===== config.mk =====
export PLATFORM = sky130hd
export DESIGN_NAME = framed_duty_command_receiver_top
export DESIGN_NICKNAME = d
export VERILOG_FILES = /design/src/design/fdcr_pkg.sv /design/src/design/fdcr_frame_parser.sv /design/src/design/fdcr_duty_ctrl.sv /design/src/design/framed_duty_command_receiver_top.sv
export SDC_FILE = /design/constraint.sdc
export NUM_CORES = 1
export LEC_CHECK = 0
export BUFFER_PORTS_ARGS = -buffer_cell sky130_fd_sc_hd__buf_2
export CORE_UTILIZATION = 25
export DETAILED_ROUTE_END_ITERATION = 8
export PLACE_DENSITY = 0.36
export SETUP_SLACK_MARGIN = 0.2
export SYNTH_ARGS = -nofsm -noshare
export SYNTH_HDL_FRONTEND = slang
export SYNTH_HIERARCHICAL = 1
export SYNTH_SLANG_ARGS = --single-unit

===== constraint.sdc =====
create_clock -name i_clk -period 5.64 [get_ports i_clk]
set_input_delay 1.128 -clock i_clk [delete_from_list [all_inputs] [get_ports i_clk]]
set_output_delay 1.128 -clock i_clk [all_outputs]
set_load 0.02 [all_outputs]

===== src/design/fdcr_pkg.sv =====
// shared types and constants of the framed duty command receiver
`default_nettype none
package fdcr_pkg;

    localparam int unsigned FRAME_BYTES = 8;
    localparam int unsigned POS_W       = 4;

    localparam logic [7:0]  HDR_BYTE  = 8'h02;
    localparam logic [7:0]  TAIL_BYTE = 8'h03;

    localparam logic [14:0] DUTY_MAX_RESET = 15'd3000;
    localparam logic [31:0] TIMEOUT_RESET  = 32'd50000;

    localparam logic [0:0]  REG_DUTY_MAX   = 1'b0;
    localparam logic [0:0]  REG_TIMEOUT_MS = 1'b1;

    localparam logic        CMD_BYTE = 1'b0;
    localparam logic        CMD_TICK = 1'b1;

    typedef struct packed {
        logic        done;
        logic        ok;
        logic [15:0] duty_raw;
    } t_frame_evt;

    typedef struct packed {
        logic [14:0] duty;
        logic        frame_done;
        logic        frame_ok;
        logic        timed_out;
        logic        activity_led;
    } t_result;

endpackage
`default_nettype wire


===== src/design/fdcr_frame_parser.sv =====
// byte position tracking, running xor and frame checks
`default_nettype none
module fdcr_frame_parser (
    input  wire               i_clk,
    input  wire               i_rst_n,
    input  wire               i_accept,
    input  wire               i_cmd,
    input  wire               i_frame_start,
    input  wire  [7:0]        i_rx_byte,
    output fdcr_pkg::t_frame_evt o_evt
);

    localparam logic [fdcr_pkg::POS_W-1:0] POS_IDLE =
        fdcr_pkg::POS_W'(fdcr_pkg::FRAME_BYTES);
    localparam logic [fdcr_pkg::POS_W-1:0] POS_CHECK =
        fdcr_pkg::POS_W'(fdcr_pkg::FRAME_BYTES - 2);
    localparam logic [fdcr_pkg::POS_W-1:0] POS_TAIL =
        fdcr_pkg::POS_W'(fdcr_pkg::FRAME_BYTES - 1);

    logic [fdcr_pkg::POS_W-1:0] r_pos, n_pos;
    logic [7:0] r_xor, n_xor;
    logic       r_hdr_ok, n_hdr_ok;
    logic [7:0] r_lo, n_lo;
    logic [7:0] r_hi, n_hi;
    logic [7:0] r_check, n_check;

    logic [fdcr_pkg::POS_W-1:0] pos_eff;
    logic [7:0] xor_eff;
    logic       hdr_eff;

    always_comb begin
        pos_eff  = i_frame_start ? '0 : r_pos;
        xor_eff  = i_frame_start ? 8'h00 : r_xor;
        hdr_eff  = i_frame_start ? 1'b0 : r_hdr_ok;
        n_pos    = r_pos;
        n_xor    = r_xor;
        n_hdr_ok = r_hdr_ok;
        n_lo     = r_lo;
        n_hi     = r_hi;
        n_check  = r_check;
        o_evt    = '{done: 1'b0, ok: 1'b0, duty_raw: {r_hi, r_lo}};
        if (i_accept && i_cmd == fdcr_pkg::CMD_BYTE) begin
            n_pos    = pos_eff;
            n_xor    = xor_eff;
            n_hdr_ok = hdr_eff;
            if (pos_eff < POS_IDLE) begin
                case (pos_eff)
                    4'd0: begin
                        n_hdr_ok = (i_rx_byte == fdcr_pkg::HDR_BYTE);
                    end
                    4'd1: begin
                        n_lo = i_rx_byte;
                    end
                    4'd2: begin
                        n_hi = i_rx_byte;
                    end
                    default: begin
                    end
                endcase
                if (pos_eff < POS_CHECK) begin
                    n_xor = xor_eff ^ i_rx_byte;
                end else if (pos_eff == POS_CHECK) begin
                    n_check = i_rx_byte;
                end else if (pos_eff == POS_TAIL) begin
                    o_evt.done = 1'b1;
                    o_evt.ok   = hdr_eff && (i_rx_byte == fdcr_pkg::TAIL_BYTE)
                                 && (xor_eff == r_check);
                end
                n_pos = pos_eff + 1'b1;
            end
        end
    end

    always_ff @(posedge i_clk) begin
        if (!i_rst_n) begin
            r_pos    <= POS_IDLE;
            r_xor    <= 8'h00;
            r_hdr_ok <= 1'b0;
            r_lo     <= 8'h00;
            r_hi     <= 8'h00;
            r_check  <= 8'h00;
        end else begin
            r_pos    <= n_pos;
            r_xor    <= n_xor;
            r_hdr_ok <= n_hdr_ok;
            r_lo     <= n_lo;
            r_hi     <= n_hi;
            r_check  <= n_check;
        end
    end

endmodule
`default_nettype wire


===== src/design/fdcr_duty_ctrl.sv =====
// duty clamp, silence counter, timeout and activity flag
`default_nettype none
module fdcr_duty_ctrl (
    input  wire                  i_clk,
    input  wire                  i_rst_n,
    input  wire                  i_accept,
    input  wire                  i_cmd,
    input  fdcr_pkg::t_frame_evt i_evt,
    input  wire  [14:0]          i_duty_max,
    input  wire  [31:0]          i_timeout_ms,
    output fdcr_pkg::t_result    o_result
);

    logic [14:0] r_duty, n_duty;
    logic [31:0] r_silence, n_silence;
    logic        r_led, n_led;
    logic [14:0] clamped;
    logic        tmo;

    always_comb begin
        if (i_evt.duty_raw[15]) begin
            clamped = 15'd0;
        end else if (i_evt.duty_raw[14:0] > i_duty_max) begin
            clamped = i_duty_max;
        end else begin
            clamped = i_evt.duty_raw[14:0];
        end
    end

    always_comb begin
        n_duty    = r_duty;
        n_silence = r_silence;
        n_led     = r_led;
        if (i_accept) begin
            if (i_cmd == fdcr_pkg::CMD_TICK) begin
                if (r_silence != 32'hFFFF_FFFF) begin
                    n_silence = r_silence + 32'd1;
                end
            end else if (i_evt.done) begin
                n_silence = 32'd0;
                n_led     = ~r_led;
                if (i_evt.ok) begin
                    n_duty = clamped;
                end
            end
        end
        tmo = (n_silence > i_timeout_ms);
        if (tmo) begin
            n_duty = 15'd0;
        end
        o_result = '{duty: n_duty, frame_done: i_evt.done, frame_ok: i_evt.ok,
                     timed_out: tmo, activity_led: n_led};
    end

    always_ff @(posedge i_clk) begin
        if (!i_rst_n) begin
            r_duty    <= 15'd0;
            r_silence <= 32'd0;
            r_led     <= 1'b0;
        end else if (i_accept) begin
            r_duty    <= n_duty;
            r_silence <= n_silence;
            r_led     <= n_led;
        end
    end

endmodule
`default_nettype wire


===== src/design/framed_duty_command_receiver_top.sv =====
// top level of the framed duty command receiver
// Takes one transfer per cycle: a link byte (tuser cmd 0) or a millisecond
// tick (tuser cmd 1), and returns one result transfer for each. Eight-byte
// frames (header, duty low, duty high, status, sequence, reserved, xor check,
// tail) load a clamped duty when valid; ticks advance a saturating silence
// counter that forces duty to zero once it exceeds timeout_ms. Each result appears
// in the cycle after its input transfer; all per-item work sits between the
// input handshake and the output register, so the sustained rate is one item
// per cycle while the output side keeps taking results. Configuration writes
// take effect on the next cycle and belong in idle periods.
`default_nettype none
module framed_duty_command_receiver_top (
    input  wire         i_clk,
    input  wire         i_rst_n,
    input  wire         i_s_axis_tvalid,
    output logic        o_s_axis_tready,
    input  wire  [7:0]  i_s_axis_tdata,   // rx_byte
    input  wire  [1:0]  i_s_axis_tuser,   // cmd, frame_start
    output logic        o_m_axis_tvalid,
    input  wire         i_m_axis_tready,
    output logic [23:0] o_m_axis_tdata,   // duty[14:0], timed_out, activity_led, zero fill
    output logic        o_m_axis_tlast,   // frame_done
    output logic        o_m_axis_tuser,   // frame_ok
    input  wire         i_cfg_we,
    input  wire  [0:0]  i_cfg_addr,
    input  wire  [31:0] i_cfg_wdata
);

    logic [14:0] r_duty_max;
    logic [31:0] r_timeout_ms;
    logic        r_out_valid;
    fdcr_pkg::t_result r_out, n_out;
    fdcr_pkg::t_frame_evt evt;
    logic        accept;

    assign o_s_axis_tready = !r_out_valid || i_m_axis_tready;
    assign accept          = i_s_axis_tvalid && o_s_axis_tready;

    always_ff @(posedge i_clk) begin
        if (!i_rst_n) begin
            r_duty_max   <= fdcr_pkg::DUTY_MAX_RESET;
            r_timeout_ms <= fdcr_pkg::TIMEOUT_RESET;
        end else if (i_cfg_we) begin
            case (i_cfg_addr)
                fdcr_pkg::REG_DUTY_MAX:   r_duty_max   <= i_cfg_wdata[14:0];
                fdcr_pkg::REG_TIMEOUT_MS: r_timeout_ms <= i_cfg_wdata;
                default: begin
                end
            endcase
        end
    end

    fdcr_frame_parser u_parser (
        .i_clk         (i_clk),
        .i_rst_n       (i_rst_n),
        .i_accept      (accept),
        .i_cmd         (i_s_axis_tuser[0]),
        .i_frame_start (i_s_axis_tuser[1]),
        .i_rx_byte     (i_s_axis_tdata),
        .o_evt         (evt)
    );

    fdcr_duty_ctrl u_duty (
        .i_clk        (i_clk),
        .i_rst_n      (i_rst_n),
        .i_accept     (accept),
        .i_cmd        (i_s_axis_tuser[0]),
        .i_evt        (evt),
        .i_duty_max   (r_duty_max),
        .i_timeout_ms (r_timeout_ms),
        .o_result     (n_out)
    );

    always_ff @(posedge i_clk) begin
        if (!i_rst_n) begin
            r_out_valid <= 1'b0;
        end else if (accept) begin
            r_out_valid <= 1'b1;
        end else if (i_m_axis_tready) begin
            r_out_valid <= 1'b0;
        end
    end

    always_ff @(posedge i_clk) begin
        if (accept) begin
            r_out <= n_out;
        end
    end

    assign o_m_axis_tvalid = r_out_valid;
    assign o_m_axis_tdata  = {7'd0, r_out.activity_led, r_out.timed_out, r_out.duty};
    assign o_m_axis_tlast  = r_out.frame_done;
    assign o_m_axis_tuser  = r_out.frame_ok;

endmodule
`default_nettype wire

==> key figures, run 1 <==
Outcome
  – Outcome: completed

Placement
  – Detailed placement HPWL: 17500 µm
  – Routability-driven placement congestion ratio: 0.772
  – PortBufs: 68
  – Dpl ws: 0.448 ns
  – Post-DP Area: 9190 µm²

Yosys
  – Synth top cells by count: nand2_1, dfxtp_1, inv_1
  – FFs w/ async S/R, synth: 0
  – Synth warn: 6
  – Distinct cells, synth: 67
  – #FFs+latches synth: 152
  – Post-Syn Area: 8490 µm²
  – Area contributors post-synth: dfxtp_1, ha_1, mux2i_1
  – Count leader, synth: nand2_1
  – Area leader, netlist: dfxtp_1
  – Syn Area/Cell: 8.80 µm²
  – Post-Syn Instances: 965
  – Seq/Total Area, Yosys: 0.381
  – Main synth FF type: dfxtp_1
  – Share of the synthesized area in the top cell type: 0.314
  – Number of enable flip-flop cells after synthesis: 19

Floorplanning
  – # rows: 67
  – Core Footprint: 33400 µm²
  – Chip width: 186 µm
  – Die Footprint: 34700 µm²
  – Initial core utilization: 0.254
  – # IOs: 76
  – Die H: 186 µm

Timing
  – Final slew viol count: 0
  – RSZ-0062 raised after global routing: false
  – Slew HR: 0.286
  – Period utilisation layout: 0.838
  – Endpoints failing setup: 0
  – Post-Route Skew: 0.0112 ns
  – Slew @ Worst Pin: 1.07 ns
  – Final Hold Fails: 0
  – Final period demand of the worst path: 4.73 ns
  – Fmax: 0.212 GHz
  – Post-Route Setup TNS: 0 ns
  – Worst Slack Setup Final: 0.913 ns

Cells and area
  – Layout area overhead: 15.4%
  – Layout cells sized above 1: 0.140
  – Post-route cell area: 9800 µm²
  – ANT cells: 0
  – Final core area utilization: 0.293
  – FILL cells: 3579
  – NumNets Final: 1113
  – Sequential cell area: 3230 µm²
  – Area of the multi-input gates: 4610 µm²

Power and ir drop
  – Design Power: 2.54 mW
  – PwrDens: 259 nW/µm²
  – Max IR drop VDD: 0.209 mV
  – Static Leak: 4.01 nW

Setup path
  – Crit path required time: 5.80 ns
  – CP Capture Type: flop
  – CP startpoint kind: primary input
  – Arrival time at the worst endpoint: 4.89 ns
  – Worst-path fanout max: 16
  – CP Class: primary input to flop

Clocking
  – TritonCTS clock tree: done
  – Clock buffer count from CTS: 17
  – Worst-case clock buffer depth: 2
  – Post-CTS Hold Fix Bufs: 0
  – Worst-Skew Late Latency: 0.43 ns
  – Clk slew on worst S/H paths: 0.06 ns
  – # clock sinks: 152
  – # H-tree levels: 4
  – CTS-repair resized insts: 0
  – Root Buffer: clkbuf_16
  – Setup Buffers After CTS: 0

Routing
  – Post-route DRC violation count: 0
  – Drt pass-1 iters: 6
  – Vias per Instance: 4.55
  – WL/cell: 16.4 µm
  – Post-route ant nets: 0
  – Via count: 6704
  – DR iter-0 viols: 327
  – Total length of routed wires: 24200 µm

Flow run
  – Max cap viols: 0

GRT
  – Vias in the first global route: 6469
  – Largest net degree at the start of global routing: 60
  – Initial antenna violation count: 0
  – GR Overflow Total: 0
  – First-pass GRT wire length: 38000 µm
  – All-Layer GR Usage: 0.146

Worst hold path
  – Worst Hold Class: flop to flop
logic make-up (layout without fill, tap and decap cells):
kind of cell,Yosys count,in the layout,share of synthesized area
AOI/OAI and AO/OA,154,154,0.122
xor gates and xnor gates,15,15,0.0155
adders and majority gates,53,53,0.0781
buffers and inverters,146,200,0.0799
DFF,152,152,0.381
muxes,62,62,0.0731
other,1,7,0.000442
and+or+nand+nor,382,382,0.251
stage by stage:
step           hold slack [ns]  cells
4_1_cts                  0.460   1473
3_3_place_gp             0.447   1441
5_1_grt                  0.480   1473
6_report                 0.454   1473
2_1_floorplan            0.435    971
3_5_place_dp             0.451   1441
final timing paths:
path	start	to	slack, ns	cells past startpoint
setup / recovery	i_s_axis_tuser[1]	o_m_axis_tdata[1]$_DFFE_PP_	0.91	15
hold / removal	r_timeout_ms[25]$_SDFFE_PN0P_	r_timeout_ms[25]$_SDFFE_PN0P_	0.45	2
setup reg to reg	u_duty/r_silence[9]$_SDFFE_PN0P_	o_m_axis_tdata[1]$_DFFE_PP_	1.35	14
hold reg to reg	r_timeout_ms[25]$_SDFFE_PN0P_	r_timeout_ms[25]$_SDFFE_PN0P_	0.45	2
final cells by class:
class,instances,area share
clock buffers,19,0.0485
clock inverters,13,0.0133
inverters,84,0.0322
multi-input cells,673,0.470
flip-flops and latches,152,0.330
well taps,448,0.0572
repair buffers,84,0.0485
metal layers:
layer | vias to the layer above | wire, µm | GRT usage
met2 | 89 | 10600 | 0.225
met3 | 17 | 637 | 0.0259
met1 | 3121 | 12700 | 0.208
met4 | 0 | 248 | 0.0413
li1 | 3477 | - | -
met5 | - | 0 | 0
critical path: stages:
cell and delay, ns:
buf_2 0.19, nand2b_1 0.37, ha_1 0.29, nor4bb_1 0.23, and3_1 0.29, o21ai_0 0.31
a221o_1 0.50, ha_1 0.31, and3_1 0.18, nand4_1 0.19, nor4_1 0.36, o31ai_1 0.15
nand2_1 0.09, buf_4 0.22, a21oi_1 0.07
power breakdown:
part	leakage, nW	internal [mW]	total (mW)	switching, mW
registers	1.27	1.12	1.14	0.0195
clock network	0.295	0.672	1.19	0.514
logic	2.45	0.0710	0.207	0.136
total	4.01	1.87	2.54	0.669
flip-flops by register name, summed over array words and instances, names as in the netlist:
| register | cells |
|---|---|
| o_m_axis_tdata | 17 |
| o_m_axis_tlast | 1 |
| o_m_axis_tuser | 1 |
| o_m_axis_tvalid | 1 |
| r_duty_max | 15 |
| r_timeout_ms | 32 |
| u_duty/r_duty | 15 |
| u_duty/r_led | 1 |
| u_duty/r_silence | 32 |
| u_parser/r_check | 8 |
| u_parser/r_hdr_ok | 1 |
| u_parser/r_hi | 8 |
| u_parser/r_lo | 8 |
| u_parser/r_pos | 4 |
| u_parser/r_xor | 8 |
placed cells by master, fill, tap and decap left out, types with 15 or more instances in the layout:
master / instances
mux2i_1: 62
buf_4: 16
nand4_1: 42
clkbuf_16: 19
inv_1: 84
and2_1: 44
dfxtp_1: 133
nor2b_1: 27
nand2_1: 138
o22ai_1: 16
edfxtp_1: 19
buf_2: 67
nor2_1: 18
ha_1: 53
a2bb2oi_1: 15
nand3_1: 29
nor3_1: 16
o21ai_0: 34
a21oi_1: 33
Note: power is estimated with default switching activity, not from simulation.
==> inputs of run 2 (changes only) <==
--- a/config.mk
+++ b/config.mk
@@ -8,7 +8,7 @@
 export BUFFER_PORTS_ARGS = -buffer_cell sky130_fd_sc_hd__buf_2
 export CORE_UTILIZATION = 25
 export DETAILED_ROUTE_END_ITERATION = 8
-export PLACE_DENSITY = 0.36
+export PLACE_DENSITY = 0.38
 export SETUP_SLACK_MARGIN = 0.2
 export SYNTH_ARGS = -nofsm -noshare
 export SYNTH_HDL_FRONTEND = slang
==> constraint.sdc (replaced) <==
create_clock -name i_clk -period 4.2 [get_ports i_clk]
set_input_delay 0.84 -clock i_clk [delete_from_list [all_inputs] [get_ports i_clk]]
set_output_delay 0.84 -clock i_clk [all_outputs]
set_load 0.02 [all_outputs]
==> key figures, run 2 (synthesized netlist as in run 1, its figures left out) <==
Outcome
  – Outcome: completed (unchanged)

Clocking
  – # clock sinks: 152 (unchanged)
  – Worst-Skew Late Latency: 0.43 ns (about the same)
  – # H-tree levels: 4 (unchanged)
  – Worst-case clock buffer depth: 2 (unchanged)
  – Clock buffer count from CTS: 17 (unchanged)
  – Root Buffer: clkbuf_16 (unchanged)
  – Post-CTS Hold Fix Bufs: 0 (unchanged)
  – Clk slew on worst S/H paths: 0.07 ns (was 0.06 ns)
  – TritonCTS clock tree: done (unchanged)

Setup path
  – CP Capture Type: flop (unchanged)
  – Slowest-stage cell, CP: or4_4 (was a221o_1)
  – Worst-path fanout max: 15 (was 16)
  – Worst path bufs/invs: 3 (was 2)
  – CP startpoint kind: flop (was primary input)
  – Worst path top cell family by delay: simple AND/OR/NAND/NOR gates (unchanged)
  – CP Class: flop to flop (was primary input to flop)
  – Crit path required time: 4.49 ns (was 5.80 ns)
  – CP Launch Point: u_duty/r_silence[11]$_SDFFE_PN0P_ (was i_s_axis_tuser[1])
  – Worst-path cell chain: nand4_4 > or4_4 > or3_4 > buf_6 > nor3_1 > nand3b_1 > nand3_1 > ha_1 > and3_1 > nand4_1 > buf_4 > nor3_2 > o31ai_2 > a21oi_2 > buf_12 > o22ai_1 (was buf_2 > nand2b_1 > ha_1 > nor4bb_1 > and3_1 > o21ai_0 > a221o_1 > ha_1 > and3_1 > nand4_1 > nor4_1 > o31ai_1 > nand2_1 > buf_4 > a21oi_1)
  – Max incr delay on CP: 0.54 ns (was 0.50 ns)
  – Arrival time at the worst endpoint: 4.17 ns (was 4.89 ns)
  – R2R Path Start: u_duty/r_silence[11]$_SDFFE_PN0P_ (was u_duty/r_silence[9]$_SDFFE_PN0P_)

Cells and area
  – Commonest non-fill, non-tap cells in the layout: nand2_1, dfxtp_1, inv_1 (unchanged)
  – Layout cells sized above 1: 0.220 (was 0.140)
  – FILL cells: 3549 (was 3579)
  – NumNets Final: 1163 (was 1113)
  – Commonest non-fill, non-tap cell in the layout: nand2_1 (unchanged)
  – Sequential cell area: 3240 µm² (was 3230 µm²)
  – Non-filler cells, final: 1523 (was 1473)
  – ANT cells: 0 (unchanged)
  – Layout area overhead: 24.9% (was 15.4%)
  – Area of the multi-input gates: 4850 µm² (was 4610 µm²)

Routing
  – Via count: 6902 (was 6704)
  – Post-route DRC violation count: 0 (unchanged)
  – WL/cell: 16.4 µm (about the same)
  – Total length of routed wires: 24900 µm (was 24200 µm)
  – Post-route ant nets: 0 (unchanged)
  – DR iter-0 viols: 375 (was 327)
  – Vias per Instance: 4.53 (was 4.55)
  – Drt pass-1 iters: 5 (was 6)

Timing
  – RSZ-0062 raised after global routing: true (was false)
  – Slew HR: 0.260 (was 0.286)
  – Fmax: 0.258 GHz
  – Post-Route Skew: 0.0160 ns (was 0.0112 ns)
  – Post-Route Setup TNS: 0 ns (unchanged)
  – Period utilisation layout: 0.923
  – Worst Slack Setup Final: 0.323 ns (was 0.913 ns)
  – Slew @ Worst Pin: 1.11 ns (was 1.07 ns)
  – Endpoints failing setup: 0 (unchanged)
  – Final slew viol count: 0 (unchanged)
  – Final period demand of the worst path: 3.88 ns
  – Final Hold Fails: 0 (unchanged)

GRT
  – Vias in the first global route: 6681 (was 6469)
  – First-pass GRT wire length: 38700 µm (was 38000 µm)
  – Initial antenna violation count: 0 (unchanged)
  – Largest net degree at the start of global routing: 74 (was 60)
  – GR Overflow Total: 0 (unchanged)
  – All-Layer GR Usage: 0.147 (was 0.146)

Floorplanning
  – # rows: 67 (unchanged)
  – Core Footprint: 33400 µm² (unchanged)
  – Die Footprint: 34700 µm² (unchanged)
  – Die H: 186 µm (unchanged)
  – Chip width: 186 µm (unchanged)
  – # IOs: 76 (unchanged)
  – Initial core utilization: 0.254 (unchanged)

Placement
  – PortBufs: 68 (unchanged)
  – Dpl ws: -0.153 ns (was 0.448 ns)
  – Routability-driven placement congestion ratio: 0.800 (was 0.772)
  – DP Cell Count: 1482 (was 1441)
  – Detailed placement HPWL: 18000 µm (was 17500 µm)

Power and ir drop
  – PwrDens: 345 nW/µm² (was 259 nW/µm²)
  – Design Power: 3.66 mW (was 2.54 mW)
  – Static Leak: 4.39 nW (was 4.01 nW)
  – Max IR drop VDD: 0.286 mV (was 0.209 mV)

Worst hold path
  – Hold Path Origin: r_timeout_ms[25]$_SDFFE_PN0P_ (unchanged)
  – Worst Hold Class: flop to flop (unchanged)

Flow run
  – Max cap viols: 0 (unchanged)
==> run 2: path summary, 6_finish.rpt <==
kind                                   end  slack, ns  cells past startpoint
max          u_duty/r_duty[1]$_SDFFE_PN0P_       0.32                     16
min          r_timeout_ms[25]$_SDFFE_PN0P_       0.46                      2
min reg2reg  r_timeout_ms[25]$_SDFFE_PN0P_       0.46                      2
max reg2reg  u_duty/r_duty[1]$_SDFFE_PN0P_       0.32                     16
==> run 2: area by class of cell <==
| class | instances | area share |
|---|---|---|
| inverter | 84 | 0.0297 |
| clock inverter | 15 | 0.0234 |
| tap | 448 | 0.0528 |
| sequential | 152 | 0.306 |
| timing repair buffer | 134 | 0.0914 |
| clock buffer | 17 | 0.0401 |
| multi-input combinational | 673 | 0.457 |
==> run 2: through the flow <==
stage / hold slack (ns) / util / instance area, µm²
3_5_place_dp: 0.450 / 0.288 / 9630
2_1_floorplan: 0.435 / - / 8630
5_1_grt: 0.482 / 0.317 / 10600
4_1_cts: 0.461 / 0.309 / 10300
6_report: 0.458 / 0.317 / 10600
3_3_place_gp: 0.446 / 0.288 / 9630
==> run 2: power by group <==
group	internal [mW]	switching, mW	total, mW
Clock	1.08	0.709	1.79
Sequential	1.51	0.0259	1.53
Combinational	0.130	0.202	0.332
==> run 2: tightest hold or removal path: cells and delay by family, from the launching register on <==
| family | cells | cell delay (ns) |
|---|---|---|
| compound gates | 1 | 0.06 |
| flops | 1 | 0.31 |
| simple gates | 1 | 0.05 |
==> run 2: repair_timing <==
item,in CTS,in global routing
gates resized for setup,4,40
gates cloned,0,2
pin swaps,1,14
hold endpoints to repair,0,0
endpoints found under the setup margin,30,31
buffers inserted,1,6
==> run 2: metal layers <==
layer,vias up,part of all wire,track usage,wire length (µm)
met5,-,0,0,0
met4,0,0.0060,0.0325,150
met3,8,0.026,0.0267,642
met2,97,0.44,0.226,11000
met1,3215,0.53,0.212,13200
li1,3582,-,-,-
==> inputs of run 3 (changes only) <==
--- a/config.mk
+++ b/config.mk
@@ -8,7 +8,7 @@
 export BUFFER_PORTS_ARGS = -buffer_cell sky130_fd_sc_hd__buf_2
 export CORE_UTILIZATION = 25
 export DETAILED_ROUTE_END_ITERATION = 8
-export PLACE_DENSITY = 0.38
+export PLACE_DENSITY = 0.36
 export SETUP_SLACK_MARGIN = 0.2
 export SYNTH_ARGS = -nofsm -noshare
 export SYNTH_HDL_FRONTEND = slang
==> constraint.sdc (replaced) <==
create_clock -name i_clk -period 3.6 [get_ports i_clk]
set_input_delay 0.72 -clock i_clk [delete_from_list [all_inputs] [get_ports i_clk]]
set_output_delay 0.72 -clock i_clk [all_outputs]
set_load 0.02 [all_outputs]
==> key figures, run 3 (synthesized netlist as in run 1, its figures left out) <==
Setup path
  – Most common cell on crit path: nor4_4
  – Worst-path fanout max: 8 (was 15)
  – R2R Path Start: u_duty/r_silence[12]$_SDFFE_PN0P_ (was u_duty/r_silence[11]$_SDFFE_PN0P_)
  – CP Class: flop to flop (unchanged)
  – Worst path bufs/invs: 1 (was 3)
  – Worst-path cell chain: nand4_4 > or4_4 > or3_4 > nor4_4 > mux2i_1 > nand2_1 > ha_1 > and3_4 > nand4_1 > nor4_4 > o31ai_4 > nand2_4 > buf_12 > a21oi_1 (was nand4_4 > or4_4 > or3_4 > buf_6 > nor3_1 > nand3b_1 > nand3_1 > ha_1 > and3_1 > nand4_1 > buf_4 > nor3_2 > o31ai_2 > a21oi_2 > buf_12 > o22ai_1)
  – Slowest-stage cell, CP: or4_4 (unchanged)
  – Max incr delay on CP: 0.55 ns (was 0.54 ns)
  – FF-to-FF path depth: 14 (was 16)
  – CP Capture Type: flop (unchanged)
  – CP startpoint kind: flop (unchanged)
  – FF-to-FF End: o_m_axis_tdata[4]$_DFFE_PP_ (was u_duty/r_duty[1]$_SDFFE_PN0P_)
  – Crit path required time: 3.78 ns (was 4.49 ns)
  – Worst path top cell family by delay: simple AND/OR/NAND/NOR gates (unchanged)
  – Flop2flop setup slack: -0.27 ns (was 0.32 ns)
  – Arrival time at the worst endpoint: 4.05 ns (was 4.17 ns)

GRT
  – Initial antenna violation count: 1 (was 0)
  – Vias in the first global route: 6909 (was 6681)
  – All-Layer GR Usage: 0.157 (was 0.147)
  – GR Overflow Total: 0 (unchanged)
  – First-pass GRT wire length: 40700 µm (was 38700 µm)
  – Largest net degree at the start of global routing: 63 (was 74)

Timing
  – Post-Route Skew: 0.0110 ns (was 0.0160 ns)
  – Period utilisation layout: 1.08 (was 0.923)
  – Fmax: 0.258 GHz (about the same)
  – Endpoints failing setup: 31 (was 0)
  – Slew HR: 0.513 (was 0.260)
  – Final period demand of the worst path: 3.87 ns (was 3.88 ns)
  – Slew @ Worst Pin: 0.731 ns (was 1.11 ns)
  – Final Hold Fails: 0 (unchanged)
  – Worst Slack Setup Final: -0.274 ns (was 0.323 ns)
  – Final slew viol count: 0 (unchanged)
  – RSZ-0062 raised after global routing: true (unchanged)

Floorplanning
  – Core Footprint: 33400 µm² (unchanged)
  – Die Footprint: 34700 µm² (unchanged)
  – # rows: 67 (unchanged)
  – # IOs: 76 (unchanged)
  – Chip width: 186 µm (unchanged)
  – Initial core utilization: 0.254 (unchanged)
  – Die H: 186 µm (unchanged)

Flow run
  – Max cap viols: 0 (unchanged)

Routing
  – Drt pass-1 iters: 5 (unchanged)
  – DR iter-0 viols: 395 (was 375)
  – Vias per Instance: 4.63 (was 4.53)
  – Post-route DRC violation count: 0 (unchanged)
  – Post-route ant nets: 0 (unchanged)
  – WL/cell: 16.7 µm (was 16.4 µm)
  – Total length of routed wires: 26200 µm (was 24900 µm)
  – Via count: 7265 (was 6902)

Power and ir drop
  – Design Power: 3.98 mW (was 3.66 mW)
  – Register share of total power: 0.450 (was 0.419)
  – Net Sw Power: 1.15 mW (was 0.937 mW)
  – PwrDens: 367 nW/µm² (was 345 nW/µm²)
  – P_int: 2.83 mW (was 2.72 mW)
  – Static Leak: 4.56 nW (was 4.39 nW)
  – Combinational cell fraction of total power: 0.096 (was 0.091)
  – Clk pwr share: 0.454 (was 0.490)
  – Switching Fraction: 0.288 (was 0.256)
  – Max IR drop VDD: 0.320 mV (was 0.286 mV)

Outcome
  – Failing checks: negative setup slack
  – Outcome: finished, violations left (was completed)

Clocking
  – Clock buffer count from CTS: 17 (unchanged)
  – Worst-case clock buffer depth: 2 (unchanged)
  – Post-CTS Hold Fix Bufs: 0 (unchanged)
  – # H-tree levels: 4 (unchanged)
  – TritonCTS clock tree: done (unchanged)
  – Worst-Skew Late Latency: 0.44 ns (was 0.43 ns)
  – Clk slew on worst S/H paths: 0.08 ns (was 0.07 ns)
  – Root Buffer: clkbuf_16 (unchanged)
  – # clock sinks: 152 (unchanged)

Worst hold path
  – Worst Hold Class: flop to flop (unchanged)
  – Hold Path Origin: r_timeout_ms[26]$_SDFFE_PN0P_ (was r_timeout_ms[25]$_SDFFE_PN0P_)
  – Hold EP: r_timeout_ms[26]$_SDFFE_PN0P_ (was r_timeout_ms[25]$_SDFFE_PN0P_)
  – Hold path cells: 2 (unchanged)

Placement
  – PortBufs: 68 (unchanged)
  – Routability-driven placement congestion ratio: 0.791 (was 0.800)
  – Detailed placement HPWL: 19000 µm (was 18000 µm)

Cells and area
  – ANT cells: 0 (unchanged)
  – Final core area utilization: 0.324 (was 0.317)
  – Commonest non-fill, non-tap cells in the layout: nand2_1, dfxtp_1, buf_4 (was nand2_1, dfxtp_1, inv_1)
  – Layout cells sized above 1: 0.250 (was 0.220)
  – Commonest non-fill, non-tap cell in the layout: nand2_1 (unchanged)
  – NumNets Final: 1210 (was 1163)
  – Layout area overhead: 27.7% (was 24.9%)
run 3: worst max-delay path by stage:
stage	cells past startpoint	slack, ns	startpoint	end
after detailed placement	19	-0.67	i_s_axis_tuser[1]	o_m_axis_tdata[7]$_DFFE_PP_
after global placement	20	-0.62	i_s_axis_tuser[1]	u_duty/r_duty[0]$_SDFFE_PN0P_
after CTS	16	-0.30	u_duty/r_silence[12]$_SDFFE_PN0P_	u_duty/r_duty[3]$_SDFFE_PN0P_
after global routing	17	-0.43	u_duty/r_silence[12]$_SDFFE_PN0P_	u_duty/r_duty[4]$_SDFFE_PN0P_
after floorplan	17	-0.36	i_m_axis_tready	o_m_axis_tdata[3]$_DFFE_PP_
final	14	-0.27	u_duty/r_silence[12]$_SDFFE_PN0P_	o_m_axis_tdata[4]$_DFFE_PP_
run 3: final cells by class:
class / instances / area [µm²]
tap: 448 / 561
multi-input combinational: 673 / 4840
fill: 3544 / 22600
sequential: 152 / 3240
clock buffer: 17 / 425
timing repair buffer: 181 / 1310
clock inverter: 15 / 153
inverter: 84 / 315
run 3: what timing repair did:
item,4_1_cts,5_1_grt
endpoints found under the setup margin,31,31
pin swaps,1,2
buffers inserted,2,5
resized for setup,15,21
cloned,1,1
run 3: tightest hold or removal path, cell delays in order (launching register included):
cell	delay, ns
dfxtp_1	0.31
nand2_1	0.05
o21ai_0	0.06
run 3: power by group through the flow:
stage | sequential [mW] | combinational, mW | clock [mW]
finish | 1.79 | 0.381 | 1.81
global route | 1.80 | 0.424 | 1.95
detailed placement | 1.83 | 0.366 | 0
CTS | 1.79 | 0.375 | 1.88
floorplan | 1.83 | 0.216 | 0
global placement | 1.83 | 0.368 | 0
run 3: metrics by stage:
| step | hold slack (ns) | TNS, ns | cells | setup slack [ns] | area (µm²) |
|---|---|---|---|---|---|
| after detailed placement | 0.451 | -19.92 | 1529 | -0.672 | 9990 |
| after floorplan | 0.435 | -9.22 | 971 | -0.357 | 8630 |
| after global placement | 0.449 | -18.41 | 1529 | -0.622 | 9990 |
| after global routing | 0.484 | -12.52 | 1570 | -0.434 | 10800 |
| after CTS | 0.464 | -7.99 | 1564 | -0.296 | 10700 |
| final | 0.458 | -7.72 | 1570 | -0.274 | 10800 |
run 3: metal layers:
| metal | part of all wire | wire [µm] | up-vias | track usage |
|---|---|---|---|---|
| met5 | 0.00042 | 11 | - | 0 |
| met4 | 0.0069 | 180 | 2 | 0.0325 |
| met3 | 0.033 | 857 | 12 | 0.0310 |
| met2 | 0.44 | 11500 | 121 | 0.239 |
| met1 | 0.52 | 13700 | 3442 | 0.229 |
| li1 | - | - | 3688 | - |
